===== src/rtl/core/i2p_pkg.sv =====
package i2p_pkg;

   // operator stack tags
   localparam logic [2:0] TAG_OPEN  = 3'd0;
   localparam logic [2:0] TAG_PLUS  = 3'd1;
   localparam logic [2:0] TAG_MINUS = 3'd2;
   localparam logic [2:0] TAG_MUL   = 3'd3;
   localparam logic [2:0] TAG_DIV   = 3'd4;
   localparam logic [2:0] TAG_POW   = 3'd5;

   // ascii codes
   localparam logic [7:0] CHAR_OPEN  = 8'h28;
   localparam logic [7:0] CHAR_CLOSE = 8'h29;
   localparam logic [7:0] CHAR_MUL   = 8'h2A;
   localparam logic [7:0] CHAR_PLUS  = 8'h2B;
   localparam logic [7:0] CHAR_MINUS = 8'h2D;
   localparam logic [7:0] CHAR_DIV   = 8'h2F;
   localparam logic [7:0] CHAR_POW   = 8'h5E;
   localparam logic [7:0] CHAR_NONE  = 8'h00;

   // error codes
   localparam logic [1:0] ERR_NONE      = 2'd0;
   localparam logic [1:0] ERR_UNMATCHED = 2'd1;
   localparam logic [1:0] ERR_OVERFLOW  = 2'd2;

   typedef struct packed {
      logic       end_mark;
      logic       err_active;
      logic       is_alnum;
      logic       is_open;
      logic       is_close;
      logic       is_op;
      logic       empty;
      logic       full;
      logic       top_open;
      logic       pop_ok;
      logic       close_last;
      logic       op_last;
      logic       out_free;
   } status_type;

   typedef struct packed {
      logic       take;
      logic       push;
      logic       pop_emit;
      logic       drop_open;
      logic       emit_alnum;
      logic       done;
      logic       last;
      logic [1:0] set_err;
   } cmd_type;

   function automatic logic [2:0] sym_to_tag(input logic [7:0] c);
      logic [2:0] t;
      case (c)
         CHAR_PLUS:  t = TAG_PLUS;
         CHAR_MINUS: t = TAG_MINUS;
         CHAR_MUL:   t = TAG_MUL;
         CHAR_DIV:   t = TAG_DIV;
         CHAR_POW:   t = TAG_POW;
         default:    t = TAG_OPEN;
      endcase
      return t;
   endfunction

   function automatic logic [7:0] tag_to_char(input logic [2:0] t);
      logic [7:0] c;
      case (t)
         TAG_OPEN:  c = CHAR_OPEN;
         TAG_PLUS:  c = CHAR_PLUS;
         TAG_MINUS: c = CHAR_MINUS;
         TAG_MUL:   c = CHAR_MUL;
         TAG_DIV:   c = CHAR_DIV;
         TAG_POW:   c = CHAR_POW;
         default:   c = CHAR_NONE;
      endcase
      return c;
   endfunction

   // '(' ranks below every operator so it never pops
   function automatic logic [1:0] tag_prec(input logic [2:0] t);
      logic [1:0] p;
      case (t)
         TAG_PLUS, TAG_MINUS: p = 2'd1;
         TAG_MUL, TAG_DIV:    p = 2'd2;
         TAG_POW:             p = 2'd3;
         default:             p = 2'd0;
      endcase
      return p;
   endfunction

   function automatic logic is_alnum(input logic [7:0] c);
      return (c >= 8'h30 && c <= 8'h39) || (c >= 8'h41 && c <= 8'h5A) ||
             (c >= 8'h61 && c <= 8'h7A);
   endfunction

endpackage


===== src/rtl/core/infix_to_postfix_converter_unit.sv =====
// an accepted transaction is captured in the item latch; its first result is then loaded
//   into the result register from the evaluate state, and no new input is taken until it is done;
//   the stack memory has registered reads, so each pop passes through a wait state
// an output stall holds the sequencer until the result register frees up
// reset: synchronous active high, clears stack count, error status and result valid;
//   stack memory contents are not cleared
module infix_to_postfix_converter_unit #(
   parameter int STACK_DEPTH = 32
) (
   input  logic       clock,
   input  logic       reset,
   // input channel: one character or end mark per transaction
   input  logic       req_valid,
   output logic       req_ready,
   input  logic [7:0] req_symbol,
   input  logic       req_end_of_expression,
   // result channel: postfix character or done marker
   output logic       rsp_valid,
   input  logic       rsp_ready,
   output logic [7:0] rsp_out_char,
   output logic       rsp_char_valid,
   output logic       rsp_expr_done,
   output logic [1:0] rsp_error_code,
   output logic       rsp_last_of_run
);

   i2p_pkg::status_type st;
   i2p_pkg::cmd_type    cmd;

   // sequencer: idle / evaluate / wait for stack read after a pop
   i2p_ctrl u_ctrl (
      .clock     (clock),
      .reset     (reset),
      .req_valid (req_valid),
      .req_ready (req_ready),
      .st        (st),
      .cmd       (cmd)
   );

   // item latch, operator stack, error status and result register
   i2p_dpath #(
      .STACK_DEPTH (STACK_DEPTH)
   ) u_dpath (
      .clock                 (clock),
      .reset                 (reset),
      .req_symbol            (req_symbol),
      .req_end_of_expression (req_end_of_expression),
      .cmd                   (cmd),
      .st                    (st),
      .rsp_valid             (rsp_valid),
      .rsp_ready             (rsp_ready),
      .rsp_out_char          (rsp_out_char),
      .rsp_char_valid        (rsp_char_valid),
      .rsp_expr_done         (rsp_expr_done),
      .rsp_error_code        (rsp_error_code),
      .rsp_last_of_run       (rsp_last_of_run)
   );

   // done marker always closes the run and carries no character
   assert property (@(posedge clock) disable iff (reset)
      rsp_valid && rsp_expr_done |-> rsp_last_of_run && !rsp_char_valid)
      else $error("done marker without last flag or with character");

   // error status only shows on the done marker
   assert property (@(posedge clock) disable iff (reset)
      rsp_valid && (rsp_error_code != i2p_pkg::ERR_NONE) |-> rsp_expr_done)
      else $error("error code on a non-done result");

   // one transaction at a time
   assert property (@(posedge clock) disable iff (reset)
      req_valid && req_ready |=> !req_ready)
      else $error("input accepted while previous transaction in work");

   // stack never reported both empty and full
   assert property (@(posedge clock) disable iff (reset)
      !(st.empty && st.full))
      else $error("stack empty and full at once");

endmodule


===== src/rtl/core/i2p_ctrl.sv =====
module i2p_ctrl (
   input  logic                clock,
   input  logic                reset,
   input  logic                req_valid,
   output logic                req_ready,
   input  i2p_pkg::status_type st,
   output i2p_pkg::cmd_type    cmd
);

   localparam logic [1:0] S_IDLE = 2'd0;
   localparam logic [1:0] S_EVAL = 2'd1;
   localparam logic [1:0] S_WAIT = 2'd2;

   logic [1:0] state_ff;
   logic [1:0] state_in;

   assign req_ready = (state_ff == S_IDLE);

   always_comb begin
      cmd      = '0;
      state_in = state_ff;
      case (state_ff)
         S_IDLE: begin
            if (req_valid) begin
               cmd.take = 1'b1;
               state_in = S_EVAL;
            end
         end
         S_EVAL: begin
            if (st.out_free) begin
               state_in = S_IDLE;
               if (st.end_mark) begin
                  if (!st.err_active && !st.empty) begin
                     cmd.pop_emit = 1'b1;
                     state_in     = S_WAIT;
                  end else begin
                     cmd.done = 1'b1;
                     cmd.last = 1'b1;
                  end
               end else if (st.err_active) begin
                  // input ignored until end mark
               end else if (st.is_alnum) begin
                  cmd.emit_alnum = 1'b1;
                  cmd.last       = 1'b1;
               end else if (st.is_open) begin
                  if (st.full) cmd.set_err = i2p_pkg::ERR_OVERFLOW;
                  else cmd.push = 1'b1;
               end else if (st.is_close) begin
                  if (st.empty) begin
                     cmd.set_err = i2p_pkg::ERR_UNMATCHED;
                  end else if (st.top_open) begin
                     cmd.drop_open = 1'b1;
                  end else begin
                     cmd.pop_emit = 1'b1;
                     cmd.last     = st.close_last;
                     state_in     = S_WAIT;
                  end
               end else if (st.is_op) begin
                  if (!st.empty && !st.top_open && st.pop_ok) begin
                     cmd.pop_emit = 1'b1;
                     cmd.last     = st.op_last;
                     state_in     = S_WAIT;
                  end else if (st.full) begin
                     cmd.set_err = i2p_pkg::ERR_OVERFLOW;
                  end else begin
                     cmd.push = 1'b1;
                  end
               end
            end
         end
         S_WAIT: begin
            // stack read port catches up with the new count
            state_in = S_EVAL;
         end
         default: begin
            state_in = S_IDLE;
         end
      endcase
   end

   always_ff @(posedge clock) begin
      if (reset) state_ff <= S_IDLE;
      else state_ff <= state_in;
   end

endmodule


===== src/rtl/core/i2p_dpath.sv =====
module i2p_dpath #(
   parameter int STACK_DEPTH = 32
) (
   input  logic                clock,
   input  logic                reset,
   input  logic [7:0]          req_symbol,
   input  logic                req_end_of_expression,
   input  i2p_pkg::cmd_type    cmd,
   output i2p_pkg::status_type st,
   output logic                rsp_valid,
   input  logic                rsp_ready,
   output logic [7:0]          rsp_out_char,
   output logic                rsp_char_valid,
   output logic                rsp_expr_done,
   output logic [1:0]          rsp_error_code,
   output logic                rsp_last_of_run
);

   localparam int AW = (STACK_DEPTH > 1) ? $clog2(STACK_DEPTH) : 1;
   localparam int CW = $clog2(STACK_DEPTH + 1);

   logic [2:0]    stack_mem [STACK_DEPTH];

   logic [7:0]    sym_ff;
   logic          end_ff;
   logic [CW-1:0] count_ff;
   logic [CW-1:0] count_in;
   logic [1:0]    err_ff;
   logic [1:0]    err_in;
   logic [2:0]    top_ff;
   logic [2:0]    next_ff;

   logic          rsp_valid_ff;
   logic          rsp_valid_in;
   logic [7:0]    out_char_ff;
   logic          char_valid_ff;
   logic          expr_done_ff;
   logic [1:0]    error_code_ff;
   logic          last_ff;

   logic [AW-1:0] top_addr;
   logic [AW-1:0] next_addr;
   logic [2:0]    sym_tag;
   logic [1:0]    sym_prec;
   logic          load_out;

   assign top_addr  = AW'(count_ff - CW'(1));
   assign next_addr = AW'(count_ff - CW'(2));
   assign sym_tag   = i2p_pkg::sym_to_tag(sym_ff);
   assign sym_prec  = i2p_pkg::tag_prec(sym_tag);

   always_ff @(posedge clock) begin
      if (cmd.take) begin
         sym_ff <= req_symbol;
         end_ff <= req_end_of_expression;
      end
   end

   // stack memory, two registered read ports at top and next below top
   always_ff @(posedge clock) begin
      if (cmd.push) stack_mem[count_ff[AW-1:0]] <= sym_tag;
      top_ff  <= stack_mem[top_addr];
      next_ff <= stack_mem[next_addr];
   end

   always_comb begin
      st.end_mark   = end_ff;
      st.err_active = (err_ff != i2p_pkg::ERR_NONE);
      st.is_alnum   = i2p_pkg::is_alnum(sym_ff);
      st.is_open    = (sym_ff == i2p_pkg::CHAR_OPEN);
      st.is_close   = (sym_ff == i2p_pkg::CHAR_CLOSE);
      st.is_op      = (sym_tag != i2p_pkg::TAG_OPEN);
      st.empty      = (count_ff == '0);
      st.full       = (count_ff == CW'(STACK_DEPTH));
      st.top_open   = (top_ff == i2p_pkg::TAG_OPEN);
      st.pop_ok     = (sym_prec <= i2p_pkg::tag_prec(top_ff));
      st.close_last = (count_ff == CW'(1)) || (next_ff == i2p_pkg::TAG_OPEN);
      st.op_last    = (count_ff == CW'(1)) || (sym_prec > i2p_pkg::tag_prec(next_ff));
      st.out_free   = !rsp_valid_ff || rsp_ready;
   end

   always_comb begin
      count_in = count_ff;
      err_in   = err_ff;
      if (cmd.done) begin
         count_in = '0;
         err_in   = i2p_pkg::ERR_NONE;
      end else if (cmd.push) begin
         count_in = count_ff + CW'(1);
      end else if (cmd.pop_emit || cmd.drop_open) begin
         count_in = count_ff - CW'(1);
      end
      if (cmd.set_err != i2p_pkg::ERR_NONE) err_in = cmd.set_err;
   end

   always_ff @(posedge clock) begin
      if (reset) begin
         count_ff <= '0;
         err_ff   <= i2p_pkg::ERR_NONE;
      end else begin
         count_ff <= count_in;
         err_ff   <= err_in;
      end
   end

   // result register
   assign load_out     = cmd.pop_emit || cmd.emit_alnum || cmd.done;
   assign rsp_valid_in = load_out ? 1'b1 : (rsp_ready ? 1'b0 : rsp_valid_ff);

   always_ff @(posedge clock) begin
      if (reset) rsp_valid_ff <= 1'b0;
      else rsp_valid_ff <= rsp_valid_in;
   end

   always_ff @(posedge clock) begin
      if (load_out) begin
         last_ff <= cmd.last;
         if (cmd.pop_emit) begin
            out_char_ff   <= i2p_pkg::tag_to_char(top_ff);
            char_valid_ff <= 1'b1;
            expr_done_ff  <= 1'b0;
            error_code_ff <= i2p_pkg::ERR_NONE;
         end else if (cmd.emit_alnum) begin
            out_char_ff   <= sym_ff;
            char_valid_ff <= 1'b1;
            expr_done_ff  <= 1'b0;
            error_code_ff <= i2p_pkg::ERR_NONE;
         end else begin
            out_char_ff   <= i2p_pkg::CHAR_NONE;
            char_valid_ff <= 1'b0;
            expr_done_ff  <= 1'b1;
            error_code_ff <= err_ff;
         end
      end
   end

   assign rsp_valid       = rsp_valid_ff;
   assign rsp_out_char    = out_char_ff;
   assign rsp_char_valid  = char_valid_ff;
   assign rsp_expr_done   = expr_done_ff;
   assign rsp_error_code  = error_code_ff;
   assign rsp_last_of_run = last_ff;

endmodule


===== config.mk =====
export PLATFORM = sky130hd
export DESIGN_NAME = infix_to_postfix_converter_unit
export DESIGN_NICKNAME = d
export VERILOG_FILES = /design/src/rtl/core/i2p_pkg.sv /design/src/rtl/core/infix_to_postfix_converter_unit.sv /design/src/rtl/core/i2p_ctrl.sv /design/src/rtl/core/i2p_dpath.sv
export SDC_FILE = /design/constraint.sdc
export NUM_CORES = 1
export LEC_CHECK = 0
export BUFFER_PORTS_ARGS = -buffer_cell sky130_fd_sc_hd__buf_2
export CAP_MARGIN = 20
export CORE_ASPECT_RATIO = 0.75
export CORE_UTILIZATION = 58
export CTS_CLUSTER_DIAMETER = 30
export DETAILED_ROUTE_END_ITERATION = 12
export PLACE_DENSITY = 0.76
export SLEW_MARGIN = 20
export SYNTH_ARGS = -nofsm -noshare
export SYNTH_HDL_FRONTEND = slang
export SYNTH_SLANG_ARGS = --single-unit

===== constraint.sdc =====
create_clock -name clock -period 5.4 [get_ports clock]
set_input_delay 0.81 -clock clock [delete_from_list [all_inputs] [get_ports clock]]
set_output_delay 0.81 -clock clock [all_outputs]
set_load 0.01 [all_outputs]

Word level (Yosys, flattened, before mapping)
Memory sizes are Yosys's and may differ from the RTL's. A register that Yosys moved wholly into a read port is not among the register bits.
Cells that the tools add are included.
{ "op_classes": {"n_bitwise": 0, "shift": 0, "eq_ne": 28, "n_mux": 70, "mul": 0, "n_reduce_logical": 38, "div": 0, "addsub": 3, "magnitude_cmp": 8} }
{ "op_table": {"columns": ["op", "n"], "rows": [
  ["8-bit by 6-bit == test with 1-bit output, second input constant", 6],
  ["2-bit two-way mux", 24],
  ["7-bit one-hot mux with 6 select lines", 1],
  ["8-bit two-way mux", 4],
  ["1-bit two-way mux", 29],
  ["2-bit one-hot mux with 3 select lines", 4],
  ["3-bit by 2-bit == test with 1-bit output, second input constant", 6],
  ["3-bit == test, second input constant", 6],
  ["8-bit by 7-bit >= comparator with 1-bit output, second input constant", 2],
  ["8-bit by 7-bit <= comparator with 1-bit output, second input constant", 2],
  ["2-bit OR reduction", 8],
  ["3-bit one-hot mux with 5 select lines", 1],
  ["3-bit two-way mux", 4],
  ["6-bit two-way mux", 2],
  ["2-bit nonzero test", 5],
  ["3-bit by 1-bit == test with 1-bit output, second input constant", 3],
  ["8-bit by 7-bit == test with 1-bit output, second input constant", 1],
  ["8-bit by 6-bit >= comparator with 1-bit output, second input constant", 1],
  ["8-bit by 6-bit <= comparator with 1-bit output, second input constant", 1],
  ["1-bit logical OR", 8],
  ["6-bit by 1-bit adder with 6-bit output, second input constant", 1],
  ["6-bit by 1-bit == test with 1-bit output, second input constant", 1],
  ["6-bit == test, second input constant", 1],
  ["1-bit logical AND", 6],
  ["other kinds (14)", 20]
]} }
{ "totals": {"elab_cells": 159, "inputBits": 13, "mem_count": 1, "latch_bits": 0, "register_bits": 33, "ram_bits": 96, "mem_bits_ro": 0, "out_inout_bits": 15} }
{ "memory_table": {"columns": ["name", "words", "word_bits", "read_ports", "rd_ports_with_merged_regs", "wr", "line_no", "rtl"], "rows": [
  ["u_dpath.stack_mem", 32, 3, 2, 2, 1, "i2p_dpath.sv:22", "logic [2:0] stack_mem [STACK_DEPTH];"]
]} }

Depth between registers and ports, before layout
{ "depth": {"ltp_word": 19, "depth_mapped": 15, "mapped_depth_nobuf": 14} }

Cells and area by module
A second synthesis with hierarchy kept.
{ "unflattened": {"hier_cells": 606, "area_unflattened_um2": 7143.1} }
{ "by_module_without_submodules": {"columns": ["mod", "cells_each", "n_inst", "area_per_inst_um2", "seq_area_each_um2"], "rows": [
  ["i2p_dpath", 572, 1, 6889.1, 3843.7],
  ["i2p_ctrl", 34, 1, 254.0, 40.0]
]} }

Worst setup path after synthesis
OpenSTA, ideal clock, no wires.
{ "synth_timing": {"path_type": "register to register", "from": "reg u_dpath.sym_ff[4]", "to": "reg u_dpath.char_valid_ff, in the netlist u_dpath.rsp_char_valid (enable)", "synth_period_minus_slack_ns": 4.041, "arrival_ns": 3.685, "setup_ns": 0.356, "path_stages_with_launch": 15, "n_path_buf": 1, "slack_ns": 1.359, "t_required_ns": 5.044, "path_cell_list": "edfxtp_1 > buf_6 > or4b_4 > o2bb2ai_2 > and3_1 > a21o_1 > ha_1 > nor2b_1 > o21ai_0 > nand4b_1 > o32ai_1 > a21o_2 > or2_4 > inv_1 > nand2_1"} }
{ "synth_via": {"elab_chain_len": 18, "word_cells_on_any_way": 43, "cone_classes": "order compare (7); eq/ne (12); mux (13); reduce/logical (11)"} }
{ "synth_rtl": {"columns": ["element", "line_no", "rtl"], "rows": [
  ["start, declared", "i2p_dpath.sv:24", "logic [7:0] sym_ff;"],
  ["start signal, assigned", "i2p_dpath.sv:54", "sym_ff <= req_symbol;"],
  ["8-bit by 7-bit == test with 1-bit output / 8-bit by 6-bit == test with 1-bit output (equally long branches)", "i2p_pkg.sv:55", "case (c)"],
  ["3-bit one-hot mux with 5 select lines *", "i2p_pkg.sv:55", null],
  ["net u_dpath.sym_tag[0]", "i2p_dpath.sv:43", "logic [2:0] sym_tag;"],
  ["3-bit by 2-bit == test with 1-bit output (tied with other cells)", "i2p_pkg.sv:83", "case (t)"],
  ["2-bit OR reduction", "i2p_pkg.sv:83", null],
  ["2-bit one-hot mux with 3 select lines", "i2p_pkg.sv:83", null],
  ["2-bit <= comparator", "i2p_dpath.sv:76", "st.pop_ok = (sym_prec <= i2p_pkg::tag_prec(top_ff));"],
  ["1-bit logical AND", "i2p_ctrl.sv:59", "if (!st.empty && !st.top_open && st.pop_ok) begin"],
  ["[3 not listed]", null, null],
  ["2-bit two-way mux *", "i2p_ctrl.sv:45", "end else if (st.is_open) begin"],
  ["3-bit two-way mux *", "i2p_ctrl.sv:42", "end else if (st.is_alnum) begin"],
  ["4-bit two-way mux *", "i2p_ctrl.sv:40", "end else if (st.err_active) begin"],
  ["1-bit two-way mux *", "i2p_ctrl.sv:32", "if (st.end_mark) begin"],
  ["8-bit two-way mux *", "i2p_ctrl.sv:30", "if (st.out_free) begin"],
  ["8-bit two-way mux *", "i2p_ctrl.sv:22", "case (state_ff)"],
  ["1-bit logical OR * (2 in series)", "i2p_dpath.sv:107", "assign load_out = cmd.pop_emit || cmd.emit_alnum || cmd.done;"],
  ["net u_dpath.load_out", "i2p_dpath.sv:45", "logic load_out;"],
  ["end signal, assigned", "i2p_dpath.sv:120", "char_valid_ff <= 1'b1;"],
  ["end signal, assigned", "i2p_dpath.sv:125", "char_valid_ff <= 1'b1;"],
  ["end signal, assigned", "i2p_dpath.sv:130", "char_valid_ff <= 1'b0;"],
  ["end, declared", "i2p_dpath.sv:36", "logic char_valid_ff;"]
]} }
Mark *: on every way through the listed nets, which the timed path passes. The rest lies on a longest branch.
A chain may end at the register's enable or synchronous reset.

Final worst setup path
{ "layout_timing": {"from": "reg u_dpath.sym_ff[4]", "to": "reg u_dpath.out_char_ff[0], in the netlist u_dpath.rsp_out_char[0] (enable)"} }
{ "layout_via": {"elab_chain_len": 18, "word_cells_on_any_way": 43, "cone_classes": "order compare (7); eq/ne (12); mux (13); reduce/logical (11)"} }
{ "layout_rtl": {"columns": ["element", "line_no", "rtl"], "rows": [
  ["8-bit by 7-bit == test with 1-bit output / 8-bit by 6-bit == test with 1-bit output (equally long branches)", "i2p_pkg.sv:55", null],
  ["3-bit one-hot mux with 5 select lines *", "i2p_pkg.sv:55", null],
  ["net u_dpath.sym_tag[0]", "i2p_dpath.sv:43", null],
  ["3-bit by 2-bit == test with 1-bit output (tied with other cells)", "i2p_pkg.sv:83", null],
  ["2-bit OR reduction", "i2p_pkg.sv:83", null],
  ["2-bit one-hot mux with 3 select lines", "i2p_pkg.sv:83", null],
  ["2-bit <= comparator", "i2p_dpath.sv:76", null],
  ["1-bit logical AND", "i2p_ctrl.sv:59", null],
  ["[3 not listed]", null, null],
  ["2-bit two-way mux *", "i2p_ctrl.sv:45", null],
  ["3-bit two-way mux *", "i2p_ctrl.sv:42", null],
  ["4-bit two-way mux *", "i2p_ctrl.sv:40", null],
  ["1-bit two-way mux *", "i2p_ctrl.sv:32", null],
  ["8-bit two-way mux *", "i2p_ctrl.sv:30", null],
  ["8-bit two-way mux *", "i2p_ctrl.sv:22", null],
  ["1-bit logical OR * (2 in series)", "i2p_dpath.sv:107", null],
  ["net u_dpath.load_out", "i2p_dpath.sv:45", null],
  ["end signal, assigned", "i2p_dpath.sv:119", "out_char_ff <= i2p_pkg::tag_to_char(top_ff);"],
  ["end signal, assigned", "i2p_dpath.sv:124", "out_char_ff <= sym_ff;"],
  ["end signal, assigned", "i2p_dpath.sv:129", "out_char_ff <= i2p_pkg::CHAR_NONE;"],
  ["end, declared", "i2p_dpath.sv:35", "logic [7:0] out_char_ff;"]
]} }
Marks and branches as above.

==> results.toml <==
[grt]
antenna_found_initial = 0
grt_max_degree = 34
grt_pass1_vias = 3968
grt_overflow = 0
grt_usage_pct = 26.3
grt_pass1_wl_um = 22800

[synthesis]
yosys_warnings = 0
synth_commonest_cells = "118 x edfxtp_1, 60 x mux4_2, 50 x nor2_1, 31 x nand2_1, 17 x dfxtp_1"
yosys.area_share.simple_pct = 10.3
synth_compound_area_share_pct = 6.40
synth_area_leaders = "edfxtp_1 52%, mux4_2 20%, dfxtp_1 5.0%, nor2_1 2.7%, ha_1 2.2%"
synth_top_family_by_area = "multiplexers"
synth_edf_count = 118
synth_top_area_cell = "edfxtp_1"
synthDistinctLibCells = 66
yosys.area_share.adder_pct = 2.19
synth-seq-area-share_pct = 56.6
syn-num-nets = 485
synth_mux_area_share_pct = 21.3
synth_top_area_share_pct = 51.6
synth-async-reset-ratio_pct = 0
synth_ff_type = "edfxtp_1"
netlist_instances = 460
ys_ff_latch = 135
synth.avg_cell_area_um2 = 14.9
syn_area_um2 = 6860
synth_xor_area_share_pct = 0.766
synth.most_common_cell = "edfxtp_1"

[timing]
max_freq_ghz = 0.228
hold_viol_final = 0
finalCritPeriodShare_pct = 81.3
holdWs_ns = 0.499
slew_violations = 0
tns_ns = 0
max_slew.worst_pin.slew_ns = 0.899
setup-violations-final = 0
min_period_ns = 4.39
slew-limit-headroom_pct = 40.1
rsz0062_at_grt = "false"
fin_ws_ns = 1.01
skew_ns = 0.00731

[die]
coreArea_um2 = 11600
start_util_pct = 59.3
boundaryPins = 28
fp.dieH_um = 96.2
rows = 34
dieArea_um2 = 12300
die_w_um = 128

[clock_network]
clockBufferDepth = 2
htree_levels = 4
ctsResizeCount = 0
clk_pin_slew_ns = 0.06
clk-insertion-delay-late_ns = 0.42
tritoncts = "built"
cts_hold_buf = 0
cts_buffers = 17
cts_setup_buffers = 0
clock-root-buffer = "clkbuf_16"
clock-sinks = 135

[worst_setup_path]
required_ns = 5.45
start_kind = "flop"
cp-end-kind = "flop"
path_max_fanout = 33
cp.arrival_ns = 4.44
critPathKind = "flop to flop"

[drt]
wl_per_cell_um = 22.5
vias = 4293
dr.first_iter.drc_count = 457
drt_first_pass_iters = 7
final_antenna_net_count = 0
drc = 0
routed_wirelength_um = 14900
avgViaCountPerCell = 6.49

[final_layout]
final_layout_size_suffix_gt1_share_pct = 29.7
antenna_cells = 0
stdcell_count = 661
final_net_count = 511
syn2layout_area_growth_pct = 12.7
final_area_um2 = 7740

[placed_design]
dp.cells = 629
place_area_um2 = 7120
hpwl_um = 10600
place_congestion = 0.819
port_buffers = 27
dp_slack_ns = 1.05

[power_and_ir_drop]
powerDensity_nw_per_um2 = 307
leakagePower_nw = 2.44
irDropWorstVdd_v = 0.000237
p_int_mw = 1.90
sw_frac_of_total_pct = 19.9
p_comb_share_pct = 2.2
seqPwrFrac_pct = 48.1
switchingPower_uw = 473
clkPwrFrac_pct = 49.6

[min_path]
hold_path_class = "flop to flop"

[outcome]
outcome = "finished clean"

[run]
max_cap_viol_count = 0
## metal layers
metal  part of all wire [%]  up-vias  track usage, %
li1                       -     1894               -
met1                     46     2188            38.7
met2                     45      198            38.8
met3                    7.9       13            7.67
met4                    1.0        0            6.47
met5                      0        -               0
## registers in the layout, summed over array words and instances, names as in the netlist
name / count
u_dpath.rsp_out_char: 8
u_dpath.rsp_last_of_run: 1
u_dpath.rsp_expr_done: 1
u_dpath.rsp_error_code: 2
u_dpath.count_ff: 6
u_ctrl.state_ff: 2
u_dpath.sym_ff: 8
u_dpath.end_ff: 1
u_dpath.rsp_valid: 1
u_dpath.err_ff: 2
u_dpath.rsp_char_valid: 1
u_dpath.next_ff: 3
u_dpath.stack_mem: 96
u_dpath.top_ff: 3
## cells in the final DEF, fill, tap and decap left out, drive strengths merged, types with 2 or more instances in the layout
cell type,instances
buf,33
mux2i,2
and2,3
nor3,7
o21ai,10
nand2,32
or3,3
nand4b,2
mux2,8
nand4,3
clkinv,6
nand3,14
xnor2,5
mux4,60
bufinv,3
inv,11
clkinvlp,2
or2,3
clkbuf,20
a22o,3
nor2,51
o2111ai,3
nor3b,2
a21oi,10
a22oi,3
and3,4
ha,12
a21o,6
a32o,2
a21boi,2
nor4,3
edfxtp,118
a31oi,4
nor2b,7
dfxtp,17
o2111a,2
nand2b,4
## power by group through the flow
stage | clock network (mW) | registers, mW | logic [mW]
after detailed placement | 0 | 1.17 | 0.0524
after CTS | 1.19 | 1.14 | 0.0528
final | 1.18 | 1.14 | 0.0532
after floorplan | 0 | 1.16 | 0.0386
after global routing | 1.23 | 1.15 | 0.0586
after global placement | 0 | 1.17 | 0.0515
## kinds of logic (layout without fill, tap and decap cells)
logic type / Yosys count / after routing
flip-flops: 135 / 135
AO/OA/AOI/OAI: 58 / 58
multiplexers: 70 / 70
other: 1 / 1
AND/OR/NAND/NOR: 142 / 142
XOR/XNOR: 6 / 6
adder cells (fa/ha/maj): 12 / 12
buffers and inverters: 36 / 75
## stage by stage
| step | power (mW) | utilization [%] |
|---|---|---|
| 6_report | 2.38 | 66.9 |
| 5_1_grt | 2.44 | 66.9 |
| 4_1_cts | 2.39 | 66.8 |
| 3_5_place_dp | 1.22 | 61.5 |
| 3_3_place_gp | 1.22 | 61.5 |
| 2_1_floorplan | 1.20 | - |
## area by class of cell
class                      count  area (um2)
clock buffer                  20         457
clock inverter                12         151
inverter                      10        37.5
sequential                   135        3880
fill                         817        3830
tap                          162         203
multi-input combinational    289        2820
timing repair buffer          33         180
## critical path, cell delays in order, from the launching register on
cell and delay (ns):
edfxtp_1 0.51, or4b_4 0.61, o2bb2ai_2 0.20, and3_1 0.18, buf_4 0.30, a21o_1 0.20, ha_1 0.25, nor2b_1 0.14
o21ai_0 0.26, nand4b_1 0.22, o32ai_1 0.20, a21o_2 0.30, or2_4 0.16, inv_1 0.06, nand2_1 0.43
## path summary, 6_finish.rpt
path,start,to,slack (ns),cells past startpoint
hold reg to reg,u_dpath.err_ff[1]$_SDFFE_PP0P_,u_dpath.rsp_error_code[1]$_SDFFCE_PP0P_,0.50,0
setup reg to reg,u_dpath.sym_ff[4]$_DFFE_PP_,u_dpath.rsp_out_char[0]$_DFFE_PP_,1.01,14
setup / recovery,u_dpath.sym_ff[4]$_DFFE_PP_,u_dpath.rsp_out_char[0]$_DFFE_PP_,1.01,14
hold / removal,u_dpath.err_ff[1]$_SDFFE_PP0P_,u_dpath.rsp_error_code[1]$_SDFFCE_PP0P_,0.50,0
Note: power is estimated with default switching activity, not from simulation.
